--- src/rtl/hpq_pkg.sv ---
// Shared types, constants and helper functions of the heap priority queue.
`default_nettype none

package hpq_pkg;

    // Number of entries the heap can hold.
    localparam int CAPACITY = 1024;
    // Slot address width and width of a count or a 1-based heap position.
    localparam int ADDR_W   = (CAPACITY > 1) ? $clog2(CAPACITY) : 1;
    localparam int CNT_W    = $clog2(CAPACITY + 1);
    // Width of a child position, which can reach twice the capacity.
    localparam int POS_W    = CNT_W + 1;

    localparam int ID_W     = 16;
    localparam int PRICE_W  = 32;
    localparam int ENTRY_W  = ID_W + PRICE_W;

    typedef enum logic {
        KIND_PUSH = 1'b0,
        KIND_POP  = 1'b1
    } hpq_kind_t;

    typedef enum logic [1:0] {
        STAT_PUSHED = 2'd0,
        STAT_FULL   = 2'd1,
        STAT_POPPED = 2'd2,
        STAT_EMPTY  = 2'd3
    } hpq_status_t;

    // One heap entry; the id sits in the low bits.
    typedef struct packed {
        logic signed [PRICE_W-1:0] price;
        logic [ID_W-1:0]           id;
    } hpq_entry_t;

    // Result of one operation as it leaves the heap engine.
    typedef struct packed {
        logic        valid;
        hpq_status_t status;
        hpq_entry_t  entry;
    } hpq_result_t;

    // Result as it waits in the output buffer.
    typedef struct packed {
        hpq_status_t status;
        hpq_entry_t  entry;
    } hpq_out_t;

    // Controller states of the heap engine.
    typedef enum logic [2:0] {
        S_IDLE,
        S_UP_CMP,
        S_POP_ROOT,
        S_POP_LAST,
        S_DN_RDR,
        S_DN_CMP,
        S_WR_E
    } hpq_state_t;

    // True when entry a is served before entry b: lower price, then higher id.
    function automatic logic better(hpq_entry_t a, hpq_entry_t b);
        logic lt;
        logic eq;
        lt = a.price < b.price;
        eq = a.price == b.price;
        return lt || (eq && (a.id > b.id));
    endfunction

    // Memory slot of a 1-based heap position.
    function automatic logic [ADDR_W-1:0] slot_of(logic [POS_W-1:0] pos);
        logic [POS_W-1:0] s;
        s = pos - 1'b1;
        return s[ADDR_W-1:0];
    endfunction

endpackage

`default_nettype wire

--- src/rtl/hpq_core.sv ---
// Heap engine: accepts push and pop operations and sifts entries through the store.
`default_nettype none

module hpq_core (
    input  wire logic                clk,
    input  wire logic                rst_n,
    // Operation channel.
    input  wire logic                op_valid,
    output logic                     op_ready,
    input  wire hpq_pkg::hpq_kind_t  op_kind,
    input  wire hpq_pkg::hpq_entry_t op_entry,
    // Room in the output buffer for one more result.
    input  wire logic                res_space,
    output hpq_pkg::hpq_result_t     res,
    // Store port.
    output logic                     ram_we,
    output logic [hpq_pkg::ADDR_W-1:0] ram_waddr,
    output hpq_pkg::hpq_entry_t      ram_wdata,
    output logic [hpq_pkg::ADDR_W-1:0] ram_raddr,
    input  wire hpq_pkg::hpq_entry_t ram_rdata
);

    import hpq_pkg::*;

    hpq_state_t       state_reg, state_next;
    logic [CNT_W-1:0] count_reg, count_next;
    logic [CNT_W-1:0] pos_reg, pos_next;
    hpq_entry_t       ent_reg, ent_next;
    hpq_entry_t       left_reg, left_next;
    logic             rvalid_reg, rvalid_next;

    logic             accept;
    logic [POS_W-1:0] cnt_w;
    logic [POS_W-1:0] pos_w;
    logic [POS_W-1:0] left_pos;
    logic [POS_W-1:0] right_pos;
    logic [CNT_W-1:0] push_pos;
    logic [CNT_W-1:0] par_pos;
    logic             take_left;
    logic             take_right;
    hpq_entry_t       best_ent;
    logic [POS_W-1:0] child_pos;
    logic [CNT_W-1:0] child_n;
    logic [POS_W-1:0] grand_pos;

    assign op_ready  = (state_reg == S_IDLE) && res_space;
    assign accept    = op_valid && op_ready;

    // Position arithmetic shared by the states.
    assign cnt_w     = {1'b0, count_reg};
    assign pos_w     = {1'b0, pos_reg};
    assign left_pos  = {pos_reg, 1'b0};
    assign right_pos = {pos_reg, 1'b1};
    assign push_pos  = count_reg + 1'b1;
    assign par_pos   = pos_reg >> 1;

    // Child selection of one sift-down level, in the order of the tie rule.
    assign take_left  = better(left_reg, ent_reg);
    assign best_ent   = take_left ? left_reg : ent_reg;
    assign take_right = rvalid_reg && better(ram_rdata, best_ent);
    assign child_pos  = take_right ? right_pos : left_pos;
    assign child_n    = child_pos[CNT_W-1:0];
    assign grand_pos  = {child_n, 1'b0};

    // Controller state and datapath registers.
    always_ff @(posedge clk or negedge rst_n)
    begin
        if (!rst_n)
        begin
            state_reg <= S_IDLE;
            count_reg <= '0;
        end
        else
        begin
            state_reg <= state_next;
            count_reg <= count_next;
        end
    end

    always_ff @(posedge clk)
    begin
        pos_reg    <= pos_next;
        ent_reg    <= ent_next;
        left_reg   <= left_next;
        rvalid_reg <= rvalid_next;
    end

    // Next state, store accesses and results.
    always_comb
    begin
        state_next   = state_reg;
        count_next   = count_reg;
        pos_next     = pos_reg;
        ent_next     = ent_reg;
        left_next    = left_reg;
        rvalid_next  = rvalid_reg;
        ram_we       = 1'b0;
        ram_waddr    = slot_of(pos_w);
        ram_wdata    = ent_reg;
        ram_raddr    = '0;
        res          = '0;

        unique case (state_reg)
            S_IDLE:
            begin
                if (accept)
                begin
                    res.valid = 1'b1;
                    if (op_kind == KIND_PUSH)
                    begin
                        if (count_reg == CNT_W'(CAPACITY))
                        begin
                            res.status = STAT_FULL;
                        end
                        else
                        begin
                            // New entry starts at the end and climbs toward the root.
                            res.status = STAT_PUSHED;
                            count_next = push_pos;
                            pos_next   = push_pos;
                            ent_next   = op_entry;
                            ram_raddr  = slot_of({1'b0, push_pos >> 1});
                            if (count_reg != '0)
                            begin
                                state_next = S_UP_CMP;
                            end
                            else
                            begin
                                state_next = S_WR_E;
                            end
                        end
                    end
                    else
                    begin
                        if (count_reg == '0)
                        begin
                            res.status = STAT_EMPTY;
                        end
                        else
                        begin
                            // The popped root is reported once it has been read.
                            res.valid  = 1'b0;
                            state_next = S_POP_ROOT;
                        end
                    end
                end
            end

            S_UP_CMP:
            begin
                // The parent is on the read port; move it down if the new entry wins.
                ram_we = 1'b1;
                if (better(ent_reg, ram_rdata))
                begin
                    ram_wdata = ram_rdata;
                    pos_next  = par_pos;
                    ram_raddr = slot_of({1'b0, par_pos >> 1});
                    if (par_pos > CNT_W'(1))
                    begin
                        state_next = S_UP_CMP;
                    end
                    else
                    begin
                        state_next = S_WR_E;
                    end
                end
                else
                begin
                    state_next = S_IDLE;
                end
            end

            S_POP_ROOT:
            begin
                // Report the root and fetch the last entry to take its place.
                res.valid    = 1'b1;
                res.status   = STAT_POPPED;
                res.entry    = ram_rdata;
                ram_raddr    = slot_of(cnt_w);
                count_next   = count_reg - 1'b1;
                state_next   = S_POP_LAST;
            end

            S_POP_LAST:
            begin
                ent_next  = ram_rdata;
                pos_next  = CNT_W'(1);
                ram_raddr = slot_of(POS_W'(2));
                if (count_reg == '0)
                begin
                    state_next = S_IDLE;
                end
                else if (count_reg == CNT_W'(1))
                begin
                    state_next = S_WR_E;
                end
                else
                begin
                    state_next = S_DN_RDR;
                end
            end

            S_DN_RDR:
            begin
                // Left child arrives; fetch the right child if it exists.
                left_next   = ram_rdata;
                rvalid_next = right_pos <= cnt_w;
                ram_raddr   = slot_of(right_pos);
                state_next  = S_DN_CMP;
            end

            S_DN_CMP:
            begin
                ram_we = 1'b1;
                if (take_left || take_right)
                begin
                    // A child moves up into the hole and the hole moves down.
                    ram_wdata = take_right ? ram_rdata : left_reg;
                    pos_next  = child_n;
                    ram_raddr = slot_of(grand_pos);
                    if (grand_pos <= cnt_w)
                    begin
                        state_next = S_DN_RDR;
                    end
                    else
                    begin
                        state_next = S_WR_E;
                    end
                end
                else
                begin
                    state_next = S_IDLE;
                end
            end

            S_WR_E:
            begin
                // Place the sifted entry in its final slot.
                ram_we     = 1'b1;
                state_next = S_IDLE;
            end

            default:
            begin
                state_next = S_IDLE;
            end
        endcase
    end

endmodule

`default_nettype wire

--- config.mk ---
export PLATFORM = sky130hd
export DESIGN_NAME = hpq_core
export DESIGN_NICKNAME = d
export VERILOG_FILES = /design/src/rtl/hpq_pkg.sv /design/src/rtl/hpq_core.sv
export SDC_FILE = /design/constraint.sdc
export NUM_CORES = 1
export LEC_CHECK = 0
export ABC_AREA = 0
export BUFFER_PORTS_ARGS = -buffer_cell sky130_fd_sc_hd__buf_4
export CAP_MARGIN = 10
export CORE_MARGIN = 8
export CORE_UTILIZATION = 58
export CTS_CLUSTER_SIZE = 30
export DETAILED_ROUTE_END_ITERATION = 10
export PLACE_DENSITY = 0.83
export SETUP_SLACK_MARGIN = 0.4
export SLEW_MARGIN = 40
export SYNTH_ARGS = -nofsm -noshare
export SYNTH_HDL_FRONTEND = slang
export SYNTH_SLANG_ARGS = --single-unit
export TNS_END_PERCENT = 20
--- constraint.sdc ---
create_clock -name clk -period 7.5 [get_ports clk]
set_input_delay 1.5 -clock clk [delete_from_list [all_inputs] [get_ports clk]]
set_output_delay 1.5 -clock clk [all_outputs]
set_load 0.01 [all_outputs]
# Word level (Yosys, flattened, before mapping)
# Cells that the tools add are included.
# word_totals
elab_cells,108
output_inout_bits,121
reg_bits,122
# op_classes
order_cmp,9
eq_ne,18
n_mux,44
reduce_logical,21
add_sub_neg,8
# ops
cell,count
$mux W48,8
$pmux W48 S2,2
$eq A32 B32 Y1,3
$lt A32 B32 Y1,3
$pmux W10 S6,1
$mux W11,5
$mux W10,5
$sub A10 B1 Y10 const B,5
$gt A16 B16 Y1,3
$pmux W11 S4,1
$mux W3,10
$le A12 B11 Y1,2
$pmux W11 S2,1
$pmux W3 S6,1
$add A11 B1 Y11 const B,1
$eq A11 B1 Y1 const B,1
$eq A11 B11 Y1 const B,1
$logic_not A11 Y1,1
$reduce_bool A11 Y1,1
$sub A11 B1 Y11 const B,1
$gt A10 B1 Y1 const B,1
$ne A2 B2 Y1 const B,5
$sub A9 B1 Y10 const B,1
$eq A3 B3 Y1 const B,3
other kinds (15),34

# Logic depth before layout (Yosys ltp)
# Gate-level depths: netlist of the first run.
# depth
depth_word,13
ltp_mapped,28

# Least setup slack after synthesis of the first run
# OpenSTA, ideal clock, no wires.
# synth_path
path_kind,reg2out
start,register state_reg[2]
end,output port ram_raddr[2] in the netlist's numbering
path_buffers,1
arrival_time_ns,5.617
setup_slack_ns,0.383
path_stages_with_launch,6
path_cell_list,dfrtp_1 -> clkbuf_1 -> clkinv_1 -> nor3_1 -> a222oi_1 -> o221ai_1
# synth_via
elab_chain_len,5
# synth_rtl
element,line_no,source
start: declaration,hpq_core.sv:25,"hpq_state_t state_reg, state_next;"
start signal: assignment,hpq_core.sv:75,state_reg <= state_next;
$logic_not A3 Y1,"hpq_core.sv:46, hpq_core.sv:103",
$logic_and A1 B1 Y1,hpq_core.sv:46,assign op_ready = (state_reg == S_IDLE) && res_space;
$logic_and A1 B1 Y1,hpq_core.sv:47,assign accept = op_valid && op_ready;
$mux W10,hpq_core.sv:106,if (accept)
$pmux W10 S6 *,hpq_core.sv:103,unique case (state_reg)
end: declaration,hpq_core.sv:19,"output logic [hpq_pkg::ADDR_W-1:0] ram_raddr,"
# Every way passes the cells marked *; elsewhere a longest branch is shown, timed or not.

==> summary.md, run 1 <==
| Metric | Value |
|---|---|
| CP most frequent cell | buf_4 |
| DR vias | ~13,000 |
| Placed insts | about 1,800 |
| EDFF count, synth | between 100 and 150 |
| Syn_area_per_cell | a little under 9 um2 |
| CTS buffer count | 17 |
| Initial antenna violation count | 0 |
| Worst-path clk slew | 60 ps |
| Critical Path Start Type | register |
| RSZ-0062 raised after global routing | yes |
| Via-per-instance ratio | about 6.8 |
| CTS H-tree depth | 4 |
| Port Buffers | 221 |
| Max Cap Viol | 0 |
| Effective utilization at floorplan | between 50% and 60% |
| Worst Path Arrival | between 5000 and 6000 ps |
| Final critical-path setup slack | approximately 130 ps |
| WL/cell | 25.5 um |
| Die area | around 25,000 um2 |
| Hold slack | about 560 ps |
| CTS tree | yes |
| Global route overflow | 0 |
| Worst setup EP type | primary output |
| Critical path class | reg -> out |
| Drt total wl | roughly 48 mm |
| Most common cell after layout, fill and taps aside | buf_4 |
| Clock root cell | clkbuf_16 |
| Crit path max fanout | 9 |
| Seq cells post-synth | around 120 |
| FF-to-FF setup slack | between 1000 and 1500 ps |
| First-pass GRT wire length | around 65 mm |
| Post-Syn Nets | about 1,600 |
| Post-Route Setup TNS | 0 ps |
| Total core area | 20,000 um2 |
| Max stage delay cell, worst path | edfxtp_1 |
| Hold/Removal Path Class | reg -> reg |
| Largest net degree at the start of global routing | between 50 and 60 |
| Clock Latency Late Sink | between 400 and 500 ps |
| GRT Resource Usage Total | between 30% and 40% |
| Lkg Pwr | between 7 and 8 nW |
| Row cnt | 52 |
| Die X | around 160 um |
| Status | finished, final reports clean |
| DRC | 0 |
| Placer Congestion | roughly 0.95 |
| Cells after Synth | about 1,300 |
| Worst-Margin Slew | between 800 and 900 ps |
| Setup violators final | 0 |
| Critical path's largest stage delay | 460 ps |
| Area grow syn2layout | 34.7% |
| Die Height | roughly 160 um |
| Ys async rst share | between 10% and 20% |
| Relative slew slack | 41.0% |
| Final hold violation count | 0 |
| Top Ports | 222 |
| Final Slew Violations | 0 |
| Dominant synthesized flop cell | edfxtp_1 |
| Worst EP required | roughly 6000 ps |
| Maximum vdd drop | about 0.33 mV |
| Mapped Area | ~12,000 um2 |
| Post-synth cell types | 70 |
| Clock sinks | 122 |
| TritonRoute pass-1 iters | 7 |
| Synthesis warning total | 0 |
| Final critical-path required period | around 7400 ps |
| Final critical-path share of the clock period | between 90 and 100% |
| Final HPWL DP | roughly 30 mm |
| Clock Tree Buf Depth | 2 |
| Sequential share of the synthesized area | roughly 30% |
| Power Dens Cells | 420 nW/um2 |
| Final #Nets | approximately 1,900 |
| Layout cells sized above 1 | between 20 and 30% |
| ANT nets after route | 0 |
| Worst Skew | 13.7 ps |
| Hold_buf cts | 0 |
| Number of global-route vias before repair | 11,800 |
| Final Non-Filler Cells | approximately 1,900 |
| Pre-CTS setup slack | about 250 ps |
| 1st-iter DRT viols | 1,654 |
| FMAX | about 0.14 GHz |
| Commonest non-fill, non-tap cells in the layout | buf_4 (291), ha_1 (157), nand2_1 (153) |
-- through the flow --
| stage | area (um2) | power, mW | util (%) |
|---|---|---|---|
| 2_1_floorplan | 11700 | 3.43 | - |
| 3_5_place_dp | 13600 | 4.67 | 68.1 |
| 5_1_grt | 15800 | 6.91 | 78.7 |
| 6_report | 15800 | 6.63 | 78.7 |
| 3_3_place_gp | 13600 | 4.59 | 67.9 |
| 4_1_cts | 14900 | 5.97 | 74.5 |
-- synth_stat cells (9+ instances only) --
library cell / number / share of area [%]
a21o_1: 11 / 0.71
a21oi_1: 80 / 3.4
a31oi_1: 9 / 0.48
buf_2: 13 / 0.56
clkbuf_1: 37 / 1.2
dfrtp_1: 14 / 3.0
edfxtp_1: 108 / 28
ha_1: 172 / 18
inv_1: 122 / 3.9
mux2i_1: 50 / 4.3
nand2_1: 155 / 5.0
nand3_1: 32 / 1.4
nand4_1: 36 / 1.9
nor2_1: 100 / 3.2
nor2b_1: 12 / 0.64
nor3_1: 22 / 0.94
nor4_1: 10 / 0.53
o211ai_1: 10 / 0.64
o21a_1: 11 / 0.71
o21ai_0: 80 / 3.4
o221ai_1: 38 / 2.8
o221ai_2: 20 / 2.6
xnor2_1: 41 / 3.1
xor2_1: 10 / 0.75
-- power breakdown --
group	internal, mW	switching [mW]	leakage, nW
combinational	1.91	2.41	5.53
clock	0.591	0.357	0.312
sequential	1.01	0.343	1.17
-- cells by family after synthesis --
family                   count (synthesis)  synth area share (%)
flip-flops                             122                  30.7
AND/OR/NAND/NOR                        401                  15.8
AO/OA/AOI/OAI                          331                  20.1
multiplexers                            50                  4.27
adder cells (fa/ha/maj)                172                  18.4
XOR/XNOR                                52                  3.95
buffers and inverters                  193                  6.78
-- per-layer routing --
layer	global-route usage (%)	vias to the layer above	wire, um
li1	-	5431	-
met1	39.7	5873	16200
met2	55.3	1101	22400
met3	7.56	269	6170
met4	16.6	0	2940
met5	0	-	0
-- final cells by class --
class	instances	area [um2]
Multi-Input combinational cell	1006	8150
Timing Repair Buffer	311	2560
Sequential cell	122	3590
Antenna cell	1	2.50
Fill cell	1250	4260
Clock inverter	14	219
Tap cell	270	338
Inverter	128	480
Clock buffer	17	425
-- critical path, delay by kind of cell, from the launching register on --
family | cells | cell delay, ps
buffers and inverters | 9 | 1510
flip-flops | 1 | 460
multiplexers | 1 | 340
adder cells (fa/ha/maj) | 2 | 580
AND/OR/NAND/NOR | 7 | 1410
AO/OA/AOI/OAI | 7 | 1100
-- path summary, 6_finish.rpt --
path,startpoint,endpoint,depth (start not counted)
min in group asynchronous,rst_n,count_reg[4],1
setup / recovery,ent_reg[36],ram_wdata[15],26
hold reg to reg,count_reg[8],count_reg[8],2
max in group asynchronous,rst_n,state_reg[2],1
hold / removal,count_reg[8],count_reg[8],2
setup reg to reg,ent_reg[36],state_reg[1],30
-- timing repair --
| item | in CTS | in global routing |
|---|---|---|
| resized for setup | 59 | 81 |
| hold endpoints to repair | 0 | 0 |
| cloned | 4 | 2 |
| endpoints found under the setup margin | 58 | 58 |
| buffers inserted | 28 | 38 |
| pin swaps | 19 | 28 |
(Power assumes the default switching activity.)
==> inputs of run 2 (changes only) <==
--- a/config.mk
+++ b/config.mk
@@ -12,7 +12,7 @@
 export CORE_UTILIZATION = 58
 export CTS_CLUSTER_SIZE = 30
 export DETAILED_ROUTE_END_ITERATION = 10
-export PLACE_DENSITY = 0.83
+export PLACE_DENSITY = 0.88
 export SETUP_SLACK_MARGIN = 0.4
 export SLEW_MARGIN = 40
 export SYNTH_ARGS = -nofsm -noshare
==> summary.md, run 2 (synthesis results as in run 1) <==
| Metric | Value |
|---|---|
| Most common cell after layout, fill and taps aside | buf_4 |
| Global route hottest layer | met2 |
| Final #Nets | 1,835 |
| FMAX | about 0.13 GHz |
| Crit path max fanout | 14 |
| Area grow syn2layout | 30.7% |
| Critical path class | reg -> out |
| Global route overflow | 0 |
| Number of global-route vias before repair | 12,100 |
| Crit-path cells | inv_2 -> ha_4 -> nand4_1 -> nor4_4 -> o311ai_2 -> and3_1 -> a211oi_4 -> buf_6 -> buf_12 -> mux2i_1 -> ha_1 -> and4_1 -> and3_1 -> a211oi_4 -> and4_4 -> nor3_4 -> o21ai_4 -> buf_4 -> nand2_4 -> buf_12 -> o221ai_1 -> buf_4 |
| Max Cap Viol | 0 |
| Post-Route Setup TNS | 0 ps |
| Worst EP required | around 6000 ps |
| Status | finished, final reports clean |
| Met3 Use GR | under 10% |
| Layout cells sized above 1 | between 20 and 30% |
| Initial antenna violation count | 3 |
| Worst Skew | 11.3 ps |
| Top Ports | 222 |
| WL/cell | roughly 25 um |
| Int Pwr | between 3 and 4 mW |
| Total core area | 20,000 um2 |
| GRT Resource Usage Total | around 33% |
| Worst-Margin Slew | ~950 ps |
| Clock Latency Late Sink | 440 ps |
| First-pass GRT wire length | ~65 mm |
| Hold/Removal Path Class | reg -> reg |
| ANT nets after route | 0 |
| Met2 Use GR | a little over half |
| Final Slew Violations | 0 |
| Area of the multi-input gates | 8000 um2 |
| Maximum vdd drop | about 0.32 mV |
| Max stage delay cell, worst path | nor4_4 |
| Switching share of power | a little under half |
| Clock sinks | 122 |
| Overall Power | roughly 6.3 mW |
| 1st-iter DRT viols | ~1,700 |
| Relative slew slack | 36.1% |
| Placer Congestion | 1.04 |
| Drt total wl | ~45 mm |
| CTS H-tree depth | 4 |
| Power Dens Cells | just over 400 nW/um2 |
| Power share of the clock group | 13.5% |
| Die X | between 150 and 200 um |
| Hold_buf cts | 0 |
| Worst-path clk slew | 60 ps |
| Die area | approximately 25,000 um2 |
| Final HPWL DP | about 30 mm |
| Lkg Pwr | slightly below 7 nW |
| Worst setup EP type | primary output |
| Final hold violation count | 0 |
| Port Buffers | 221 |
| DR vias | 12,400 |
| Commonest non-fill, non-tap cells in the layout | buf_4 (274), ha_1 (160), nand2_1 (151) |
| Final critical-path required period | roughly 7500 ps |
| Filler cells | about 1,200 |
| FF+latch area | 3590 um2 |
| Clock root cell | clkbuf_16 |
| DRC | 0 |
| GR Util met1 | 38.5% |
| CTS tree | yes |
| ANT cells | 0 |
| Via-per-instance ratio | a little under 7 |
| Sw Pwr | ~3 mW |
| Part of the power in registers | a little over a fifth |
| Worst Path Arrival | 5980 ps |
| CTS buffer count | 17 |
| TritonRoute pass-1 iters | 6 |
| Clock Tree Buf Depth | 2 |
| Final critical-path share of the clock period | 99.7% |
| Die Height | 158 um |
| Effective utilization at floorplan | about three fifths |
| Critical path's largest stage delay | roughly 500 ps |
| Final critical-path setup slack | just under 20 ps |
| Critical Path Start Type | register |
| Setup violators final | 0 |
| Largest net degree at the start of global routing | between 90 and 100 |
| Pre-CTS setup slack | ~300 ps |
| RSZ-0062 raised after global routing | yes |
| Row cnt | 52 |
| Comb power frac | approximately 65% |
## run 2: cell types whose count changed in the layout (fill, tap and decap cells not counted), sizes merged
cell	delta
clkinv	+2
bufinv	-2
buf	-23
diode	-1
clkbuf	-1
bufbuf	+1
clkinvlp	+2
inv	-2
## run 2: metrics by stage
| stage | util (%) | area, um2 | hold WS [ps] | cells |
|---|---|---|---|---|
| after floorplan | - | 11700 | 498 | 1321 |
| final | 76.4 | 15300 | 544 | 1845 |
| after global placement | 67.8 | 13600 | 520 | 1761 |
| after global routing | 76.4 | 15300 | 588 | 1845 |
| after detailed placement | 67.8 | 13600 | 533 | 1761 |
| after CTS | 73.7 | 14800 | 546 | 1823 |
## run 2: final timing paths
kind | startpoint | to | slack [ps] | cells past startpoint
max in group asynchronous | rst_n | state_reg[1] | 6400 | 1
min in group asynchronous | rst_n | count_reg[10] | 910 | 1
hold reg to reg | count_reg[8] | count_reg[8] | 540 | 2
hold / removal | count_reg[8] | count_reg[8] | 540 | 2
setup / recovery | ent_reg[44] | ram_wdata[44] | 20 | 22
setup reg to reg | ent_reg[44] | state_reg[1] | 1330 | 27
## run 2: final cells by class
| class | count | area share [%] |
|---|---|---|
| Sequential cell | 122 | 23.5 |
| Multi-Input combinational cell | 1006 | 52.2 |
| Clock buffer | 18 | 2.80 |
| Timing Repair Buffer | 287 | 15.1 |
| Clock inverter | 14 | 1.01 |
| Tap cell | 270 | 2.21 |
| Inverter | 128 | 3.14 |
## run 2: power by group through the flow
stage | Combinational [mW] | Sequential, mW | Clock (mW)
after global placement | 3.22 | 1.33 | 0
after CTS | 3.67 | 1.34 | 0.837
after floorplan | 2.27 | 1.16 | 0
after global routing | 4.33 | 1.39 | 0.870
final | 4.07 | 1.38 | 0.852
after detailed placement | 3.33 | 1.34 | 0
## run 2: repair_timing
action / in CTS / in global routing
resized for setup: 53 / 63
pin swaps: 14 / 23
buffers inserted: 26 / 22
gates cloned: 4 / 0
endpoints found under the setup margin: 58 / 58
endpoints found under the hold margin: 0 / 0
## run 2: critical path: cells and delay by family (launching register included)
kind                       cells  cell delay (ps)
AOI/OAI and AO/OA              5             1220
adders and majority gates      2              570
buffers and inverters          6             1000
DFF                            1              440
muxes                          1              360
and+or+nand+nor                8             1920
## run 2: routing by layer
layer	wire length, um	vias up
met2	21100	1010
met1	15300	5765
met5	43	-
li1	-	5383
met4	3230	6
met3	5600	281
